[config.mk]
export PLATFORM = sky130hd
export DESIGN_NAME = fcl_cell
export DESIGN_NICKNAME = d
export VERILOG_FILES = /design/src/hdl/fixed_capacity_list_engine_assert.svh /design/src/hdl/fcl_pkg.sv /design/src/hdl/fcl_cell.sv
export SDC_FILE = /design/constraint.sdc
export NUM_CORES = 1
export LEC_CHECK = 0
export ABC_AREA = 0
export BUFFER_PORTS_ARGS = -buffer_cell sky130_fd_sc_hd__buf_2
export CAP_MARGIN = 20
export CORE_ASPECT_RATIO = 1.5
export CORE_MARGIN = 5
export CORE_UTILIZATION = 30
export CTS_CLUSTER_SIZE = 8
export DETAILED_ROUTE_END_ITERATION = 8
export PLACE_DENSITY_LB_ADDON = 0.08
export SYNTH_ARGS = -nofsm -noshare
export SYNTH_HDL_FRONTEND = slang
export SYNTH_SLANG_ARGS = --single-unit
[constraint.sdc]
create_clock -name clk -period 5 [get_ports clk]
set_input_delay 1 -clock clk [delete_from_list [all_inputs] [get_ports clk]]
set_output_delay 1 -clock clk [all_outputs]
set_load 0.05 [all_outputs]
[src/hdl/fixed_capacity_list_engine_assert.svh]
// Assertion macros shared by the list engine RTL.
`ifndef FIXED_CAPACITY_LIST_ENGINE_ASSERT_SVH
`define FIXED_CAPACITY_LIST_ENGINE_ASSERT_SVH
`ifndef ASSERT_OFF
// Same-cycle implication, disabled during reset.
`define FCL_ASSERT_IMP(lbl, ante, cons, msg) \
    lbl: assert property (@(posedge clk) disable iff (!rst_n) (ante) |-> (cons)) \
        else $error(msg);
// Next-cycle implication, disabled during reset.
`define FCL_ASSERT_NXT(lbl, ante, cons, msg) \
    lbl: assert property (@(posedge clk) disable iff (!rst_n) (ante) |=> (cons)) \
        else $error(msg);
`else
`define FCL_ASSERT_IMP(lbl, ante, cons, msg)
`define FCL_ASSERT_NXT(lbl, ante, cons, msg)
`endif
`endif

[src/hdl/fcl_pkg.sv]
// Types and constants of the fixed capacity list engine.
package fcl_pkg;

    localparam int MODE_W    = 4;
    localparam int VALUE_W   = 32;
    localparam int POS_W     = 7;
    localparam int SLOT_W    = 6;
    localparam int LEN_W     = 7;
    localparam int STATUS_W  = 2;
    localparam int S_TDATA_W = 48;
    localparam int M_TDATA_W = 80;

    typedef enum logic [3:0] {
        MODE_CLEAR     = 4'd0,
        MODE_INS_FIRST = 4'd1,
        MODE_INS_LAST  = 4'd2,
        MODE_INS_AT    = 4'd3,
        MODE_DEL_FIRST = 4'd4,
        MODE_DEL_LAST  = 4'd5,
        MODE_DEL_AT    = 4'd6,
        MODE_FIND      = 4'd7,
        MODE_EXTREMES  = 4'd8,
        MODE_SORT_UP   = 4'd9,
        MODE_SORT_DOWN = 4'd10
    } mode_t;

    typedef enum logic [1:0] {
        ST_OK     = 2'd0,
        ST_FULL   = 2'd1,
        ST_EMPTY  = 2'd2,
        ST_BADPOS = 2'd3
    } status_t;

    typedef enum logic [2:0] {
        ACT_HOLD,
        ACT_ROTATE,
        ACT_OPEN_RIGHT,
        ACT_OPEN_LEFT,
        ACT_CLOSE,
        ACT_LOAD,
        ACT_SORT
    } act_t;

    typedef struct packed {
        act_t act;
        logic phase;
        logic desc;
    } cell_ctrl_t;

    typedef enum logic [2:0] {
        S_IDLE,
        S_SCAN,
        S_APPLY,
        S_SORT,
        S_HOLD
    } state_t;

endpackage

[src/hdl/fcl_cell.sv]
// One slot of the list store with its neighbour moves.
module fcl_cell #(
    parameter int IW  = 6,
    parameter int EW  = 32,
    parameter int IDX = 0
) (
    input  logic                   clk,
    input  fcl_pkg::cell_ctrl_t    ctrl,
    input  logic [IW-1:0]          lo,
    input  logic [IW-1:0]          hi,
    input  logic signed [EW-1:0]   value,
    input  logic signed [EW-1:0]   left_q,
    input  logic signed [EW-1:0]   right_q,
    output logic signed [EW-1:0]   q
);

    localparam logic [IW-1:0] ME  = IW'(IDX);
    localparam logic          PAR = ((IDX % 2) == 1);

    logic signed [EW-1:0] q_reg;
    logic signed [EW-1:0] q_next;
    logic                 lt_r;
    logic                 lt_l;

    assign lt_r = q_reg < right_q;
    assign lt_l = left_q < q_reg;

    always_comb
    begin
        q_next = q_reg;
        case (ctrl.act)
            fcl_pkg::ACT_ROTATE:
            begin
                q_next = right_q;
            end
            fcl_pkg::ACT_OPEN_RIGHT:
            begin
                if (ME == lo)
                    q_next = value;
                else if (ME > lo && ME <= hi)
                    q_next = left_q;
            end
            fcl_pkg::ACT_OPEN_LEFT:
            begin
                if (ME == hi)
                    q_next = value;
                else if (ME >= lo && ME < hi)
                    q_next = right_q;
            end
            fcl_pkg::ACT_CLOSE:
            begin
                if (ME >= lo && ME < hi)
                    q_next = right_q;
            end
            fcl_pkg::ACT_LOAD:
            begin
                if (ME == lo)
                    q_next = value;
            end
            fcl_pkg::ACT_SORT:
            begin
                // left member of a pair keeps the lower (or upper) of the two
                if (PAR == ctrl.phase && ME >= lo && ME < hi)
                    q_next = (lt_r ^ ctrl.desc) ? q_reg : right_q;
                else if (PAR != ctrl.phase && ME > lo && ME <= hi)
                    q_next = (lt_l ^ ctrl.desc) ? q_reg : left_q;
            end
            default:
            begin
                q_next = q_reg;
            end
        endcase
    end

    always_ff @(posedge clk)
    begin
        q_reg <= q_next;
    end

    assign q = q_reg;

endmodule

# After elaboration in Yosys (flattened, before gate mapping)
# Cells that the tools add are included.
# op_classes
addsub,0
mul,0
div_mod_pow,0
magnitude_cmp,6
eq_ne,11
n_shift,0
mux,10
bitwise,3
reduce_logical,10
# ops
op,count
two-way mux 32 bit,9
one-hot mux 32 bit (6 select lines),1
less-than comparator 32 bit,2
zero test 6 bit,2
inequality test 3 bit (second input constant),4
== test 3 bit (second input constant),3
== test 3 x 2 -> 1 bit (second input constant),2
>= comparator 1 x 6 -> 1 bit (first input constant),1
greater-than comparator 1 x 6 -> 1 bit (first input constant),1
less-or-equal comparator 1 x 6 -> 1 bit (first input constant),1
logical AND 1 bit,6
less-than comparator 1 x 6 -> 1 bit (first input constant),1
AND reduction 6 bit,1
nonzero test 6 bit,1
== test 3 x 1 -> 1 bit (second input constant),1
inequality test 2 bit (second input constant),1
bitwise XOR 1 bit,2
NOT 1 bit,1
# word_totals
reg_bits,32
latch_bits,0
ramBits,0
rom_bits,0
input_bits,114
output_inout_bits,32
wordCells,41
n_memories,0

# Longest topological paths before layout
# Gate-level depths: netlist of the first run.
# logic_depth
ltp_word,6
depth_mapped,9
ltp_nobuf,9

# Worst setup path before layout of the first run
# No wires, ideal clock.
# synth_timing
kind,input to register
startpoint,input right_q[2]
endpoint,"register q_reg[0], in the netlist q[0] (enable)"
setup_time_ps,470
arrival_ps,4731
required_time_ps,4530
path_slack_ps,-201
stages,9
n_path_buf,0
path_cell_list,inv_1 -> ha_1 -> a211o_1 -> a31oi_1 -> o221ai_1 -> a211oi_1 -> o21ai_1 -> xnor2_1 -> a211oi_1
# synth_between
elab_chain_len,4
# synth_rtl
item,line,rtl
"start, declared",fcl_cell.sv:13,"input logic signed [EW-1:0] right_q,"
less-than comparator 32 bit,fcl_cell.sv:25,assign lt_r = q_reg < right_q;
bitwise XOR 1 bit,fcl_cell.sv:64,q_next = (lt_r ^ ctrl.desc) ? q_reg : right_q;
inequality test 3 bit (no source line),--,
AND reduction 6 bit (no source line),--,
"end signal, assigned",fcl_cell.sv:77,q_reg <= q_next;
"end, declared",fcl_cell.sv:20,logic signed [EW-1:0] q_reg;
# Every way passes these cells.
# A chain may end at the register's enable or synchronous reset.

# Worst setup path after layout of the first run
# layout_timing
startpoint,input right_q[23]
endpoint,"register q_reg[22], in the netlist q[22] (enable)"
# The elaborated chain is that of the path after synthesis.

==> flow_summary.toml, run 1 <==
[worst_setup_path]
crit_fanout = 17
criticalPathCategory = "in -> reg"
cp_num_buf_inv = 3
cp_cell_sequence = "buf_2 > inv_1 > ha_1 > a21oi_1 > o21ai_0 > a221o_1 > a211oi_1 > o21ai_1 > xnor2_1 > a211oi_4 > buf_4"
cp.required_ns = 4.95
slowest_delay_ns = 0.32
critPathCaptureType = "flip-flop"
arrival_ns = 3.06
cp_slowest_cell = "a221o_1"
crit_family = "compound AO/OA/AOI/OAI gates"
start_kind = "input port"

[power]
sequentialPowerShare = 0.359
p_comb_frac = 0.378
swShare = 0.372
power.density_nw_per_um2 = 293
intPower_uw = 658
p_sw_uw = 390
p_leak_nw = 1.83
pwr-share-clk = 0.263
ir_worst_vdd_mv = 0.192

[clocking]
cts_hold_buf = 0
cts_setup_buffers = 0
cts_max_path_buffers = 2
numCtsBuffers = 5
clk_pin_slew_worst_paths_ns = 0.05
cts-root-buf = "clkbuf_16"
htree_levels = 2
cts_tree = "done"
clkSinkCount = 32
cts-resized-gates = 0
insertion_delay_ns = 0.27

[job]
maxCapViolCount = 0

[status]
status = "finished, final reports clean"

[floorplan]
die_h_um = 124
rows = 41
die_area_sq_um = 10700
initial_utilization = 0.309
core_area_sq_um = 8460
io_pins = 146
die_w_um = 86.3

[logic_synthesis]
synth_seq_cells = 32
synth.net_count = 428
yosys.area.top_type_share = 0.367
yosysMostFrequentCell = "nand2_1"
synthFlopType = "edfxtp_1"
yosysWarnings = 0
netlist-cell-type-count = 38
synth_top_area_cell = "edfxtp_1"
synthesis.area_sq_um = 2620
seq_area_frac_synth = 0.367
ys_top_cells_by_area = "edfxtp_1 (37%), ha_1 (15%), a222oi_1 (12%)"
ys_async_sr_fraction = 0
syn_inst = 283
syn_avg_cell_area_sq_um = 9.24
synth_edf_count = 32
synth_commonest_cells = "nand2_1 (74), a222oi_1 (32), edfxtp_1 (32), inv_1 (32), ha_1 (31)"

[finish]
fillerInstances = 907
fin_nets = 571
diodes = 0
fin_util = 0.422
areaGrowthSynthToFinish_pct = 36.5
drive_gt1_frac = 0.387
largest_register_ffs = 32

[timing]
rsz0062_at_grt = "false"
timing.fmax_mhz = 322
fin_tns_setup_ns = 0
skew_ns = 0.00588
finalMaxSlewViolations = 0
hold_viol = 0
slew-limit-headroom = 0.405
worst_pin_slew_ns = 0.890
finalCriticalPeriod_ns = 3.11
min_period_over_period = 0.622
setup_viol = 0

[global_route]
track_usage = 0.154
grt_max_degree = 33
grt_pass1_wl_um = 13400
grt_pass1_vias = 2930
grt.overflow.total = 0
antenna_found_initial = 0

[place]
io_buffers = 145
gp_congestion = 0.760
hpwl_um = 6860

[route]
via_per_inst = 5.10
wl_um = 8420
dr.pass1.iters = 5
drc = 0
drtIter0Drc = 234
detail_route.wl_per_cell_um = 15.8
drtAntennaViolNets = 0
vias = 2720

[worst_hold_path]
holdCritPathClass = "reg -> reg"
final cells by class:
class | instances | area, sq um | share of cell area
multi-input combinational | 205 | 1450 | 0.407
sequential | 32 | 961 | 0.269
timing repair buffer | 150 | 771 | 0.216
tap | 107 | 134 | 0.0375
clock buffer | 5 | 125 | 0.0350
inverter | 32 | 120 | 0.0336
clock inverter | 2 | 7.51 | 0.00210
logic make-up after synthesis:
family                   share of synthesized area
multiplexers                               0.00383
flip-flops                                   0.367
adder cells (fa/ha/maj)                      0.148
AND/OR/NAND/NOR                              0.181
buffers and inverters                       0.0847
XOR/XNOR                                   0.00670
AO/OA/AOI/OAI                                0.208
through the flow:
stage | worst slack [ns] | area (sq um) | power, mW | hold WS [ns] | cells
5_1_grt | 1.71 | 3570 | 1.11 | 0.662 | 533
2_1_floorplan | 0.894 | 2620 | 0.646 | 0.942 | 283
3_3_place_gp | 1.61 | 3420 | 0.778 | 0.617 | 525
3_5_place_dp | 1.58 | 3440 | 0.784 | 0.622 | 526
4_1_cts | 1.86 | 3570 | 1.06 | 0.634 | 533
6_report | 1.89 | 3570 | 1.05 | 0.626 | 533
routing by layer:
metal | up-vias | global-route usage | part of all wire
met2 | 116 | 0.294 | 0.54
met5 | - | 0 | 0
met4 | 0 | 0.0413 | 0.012
li1 | 1358 | - | -
met3 | 7 | 0.0278 | 0.078
met1 | 1239 | 0.171 | 0.37
placed cells by master (no fill, tap or decap):
cell type    n
buf_2      145
nand2_1     74
inv_1       32
a222oi_1    32
edfxtp_1    32
ha_1        31
a21oi_1     14
nor2_1       6
nand3_1      5
nand4_1      5
clkbuf_16    5
buf_4        4
nor2_2       3
o21ai_0      3
nor2b_1      2
nor4_2       2
and3_1       2
xnor2_1      2
and4_1       2
o21ai_1      2
a21o_1       2
a211oi_1     2
clkinv_1     2
nand2_2      1
mux2i_1      1
a22o_1       1
a21boi_2     1
nor3b_4      1
o22ai_1      1
o21a_1       1
a21oi_4      1
nand2b_1     1
a211o_1      1
a31oi_1      1
o221ai_1     1
a221o_1      1
o211ai_1     1
o31ai_1      1
a211oi_4     1
buf_8        1
power by group through the flow:
stage | Sequential (mW) | Combinational, mW | Clock (mW)
floorplan | 0.492 | 0.154 | 0
global placement | 0.381 | 0.397 | 0
detailed placement | 0.382 | 0.402 | 0
CTS | 0.377 | 0.404 | 0.283
global route | 0.381 | 0.435 | 0.295
finish | 0.376 | 0.397 | 0.276
worst reg2reg max path, stage by stage, from the launching register on:
cell and delay [ns]:
edfxtp_1 0.43, ha_1 0.31, a211o_1 0.29, a31oi_1 0.14, o221ai_1 0.15, a211oi_1 0.23
o21ai_1 0.10, xnor2_1 0.17, a211oi_4 0.26, buf_4 0.30
path summary, 6_finish.rpt:
| check | endpoint | cells past startpoint | slack [ns] | startpoint |
|---|---|---|---|---|
| max | q[22]$_DFFE_PP_ | 11 | 1.89 | right_q[23] |
| min | q[29]$_DFFE_PP_ | 2 | 0.63 | q[29]$_DFFE_PP_ |
| max reg2reg | q[22]$_DFFE_PP_ | 9 | 2.31 | q[2]$_DFFE_PP_ |
| min reg2reg | q[29]$_DFFE_PP_ | 2 | 0.63 | q[29]$_DFFE_PP_ |
(Power assumes the default switching activity.)
==> run 2: changes to the inputs <==
==> constraint.sdc (replaced) <==
create_clock -name clk -period 2.85 [get_ports clk]
set_input_delay 0.57 -clock clk [delete_from_list [all_inputs] [get_ports clk]]
set_output_delay 0.57 -clock clk [all_outputs]
set_load 0.05 [all_outputs]
==> run 2 against run 1 <==
Final area is 2.6% higher. Setup slack got worse by 1.8 ns. Die area unchanged. Routed wire length shrank 1.1%. Flip-flop and latch count stayed put. Final cell count grew 1.5%. Sequential share of layout area decreased by 0.67 points. Largest cell class unchanged.
==> flow_summary.toml, run 2 (same netlist as run 1, synthesis figures left out) <==
[timing]
hold_viol = 0
slew-limit-headroom = 0.385
timing.fmax_mhz = 368
min_period_over_period = 0.953
finalMaxSlewViolations = 0
setup_viol = 0
worst_hold_slack_ns = 0.581
fin_tns_setup_ns = 0
rsz0062_at_grt = "false"
skew_ns = 0.00799
finalCriticalPeriod_ns = 2.72
worst_pin_slew_ns = 0.920

[route]
wl_um = 8320
drc = 0
via_per_inst = 5.09
detail_route.wl_per_cell_um = 15.4
dr.pass1.iters = 5
drtIter0Drc = 242
vias = 2755
drtAntennaViolNets = 0

[floorplan]
rows = 41
die_area_sq_um = 10700
io_pins = 146
initial_utilization = 0.309
die_h_um = 124
core_area_sq_um = 8460
die_w_um = 86.3

[global_route]
grt.overflow.total = 0
track_usage = 0.156
grt_max_degree = 33
grt_pass1_vias = 2916
grt_pass1_wl_um = 13500
antenna_found_initial = 0

[finish]
fin_nets = 578
diodes = 0
drive_gt1_frac = 0.399
fillerInstances = 903
final_cell_mix = "buf_2 (145), nand2_1 (74), inv_1 (32), a222oi_1 (32), edfxtp_1 (32)"
areaGrowthSynthToFinish_pct = 40.0
largest_register_ffs = 32
final_common_cell = "buf_2"

[worst_setup_path]
cp_cell_sequence = "ha_1 > a211o_1 > a31oi_1 > o221ai_1 > a211oi_1 > o21ai_1 > xnor2_1 > a211oi_4 > buf_4"
cp.required_ns = 2.81
slowest_delay_ns = 0.43
cp-startpoint = "q[2]$_DFFE_PP_"
reg2reg_from = "q[2]$_DFFE_PP_"
cp.depth = 9
arrival_ns = 2.67
cp_num_buf_inv = 1
r2r_slack_ns = 0.13
crit_fanout = 15
reg2reg_to = "q[20]$_DFFE_PP_"
crit_family = "compound AO/OA/AOI/OAI gates"
ff2ff_path_depth = 9
start_kind = "flip-flop"
cp_slowest_cell = "edfxtp_1"
crit_end = "q[20]$_DFFE_PP_"
criticalPathCategory = "reg -> reg"
critPathCaptureType = "flip-flop"

[clocking]
insertion_delay_ns = 0.27
clk_pin_slew_worst_paths_ns = 0.06
numCtsBuffers = 5
cts_max_path_buffers = 2
clkSinkCount = 32
cts_setup_buffers = 0
cts_tree = "done"
cts-root-buf = "clkbuf_16"
htree_levels = 2

[power]
ir_worst_vdd_mv = 0.254
p_leak_nw = 1.88
power.density_nw_per_um2 = 536
power_mw = 1.96

[place]
hpwl_um = 6720
io_buffers = 145
gp_congestion = 0.741

[worst_hold_path]
holdCritPathClass = "in -> reg"
whs_path_depth = 3

[job]
maxCapViolCount = 0

[status]
status = "finished, final reports clean"
==> run 2: layer usage <==
layer / share of wire / vias to the layer above / track usage
met1: 0.39 / 1257 / 0.180
li1: - / 1374 / -
met4: 0.0078 / 0 / 0.0385
met2: 0.53 / 120 / 0.291
met3: 0.075 / 4 / 0.0245
met5: 0 / - / 0
==> run 2: per-stage QoR <==
step	utilization	instances	area, sq um	worst slack [ns]
2_1_floorplan	-	283	2630	-0.471
3_5_place_dp	0.413	533	3500	-0.148
5_1_grt	0.433	541	3660	0.000300
4_1_cts	0.432	541	3660	0.101
6_report	0.433	541	3660	0.133
3_3_place_gp	0.413	533	3500	-0.0891
==> run 2: timing repair <==
item,in CTS,in global routing
resized for setup,0,1
hold buffers,0,0
setup endpoints to repair,0,17
==> run 2: worst min path at each step <==
stage	from	endpoint	slack, ns
CTS	right_q[2]	q[2]$_DFFE_PP_	0.58
detailed placement	q[4]$_DFFE_PP_	q[4]$_DFFE_PP_	0.62
global route	value[10]	q[10]$_DFFE_PP_	0.58
finish	right_q[2]	q[2]$_DFFE_PP_	0.58
global placement	q[26]$_DFFE_PP_	q[26]$_DFFE_PP_	0.61
floorplan	right_q[0]	q[0]$_DFFE_PP_	0.75
==> run 2: layout make-up <==
type	count	area (sq um)	area share
timing repair buffer	157	832	0.227
inverter	32	120	0.0328
clock buffer	5	125	0.0342
multi-input combinational	205	1450	0.397
sequential	32	961	0.262
clock inverter	3	37.5	0.0102
tap	107	134	0.0365
==> run 2: report_power, final <==
group / internal (mW) / switching (mW)
logic: 0.254 / 0.462
registers: 0.606 / 0.0525
clock network: 0.406 / 0.185
==> run 2: worst min-delay path: cells and delay by family <==
family        cells  cell delay [ns]
buf+inv           1             0.08
simple gates      2             0.10
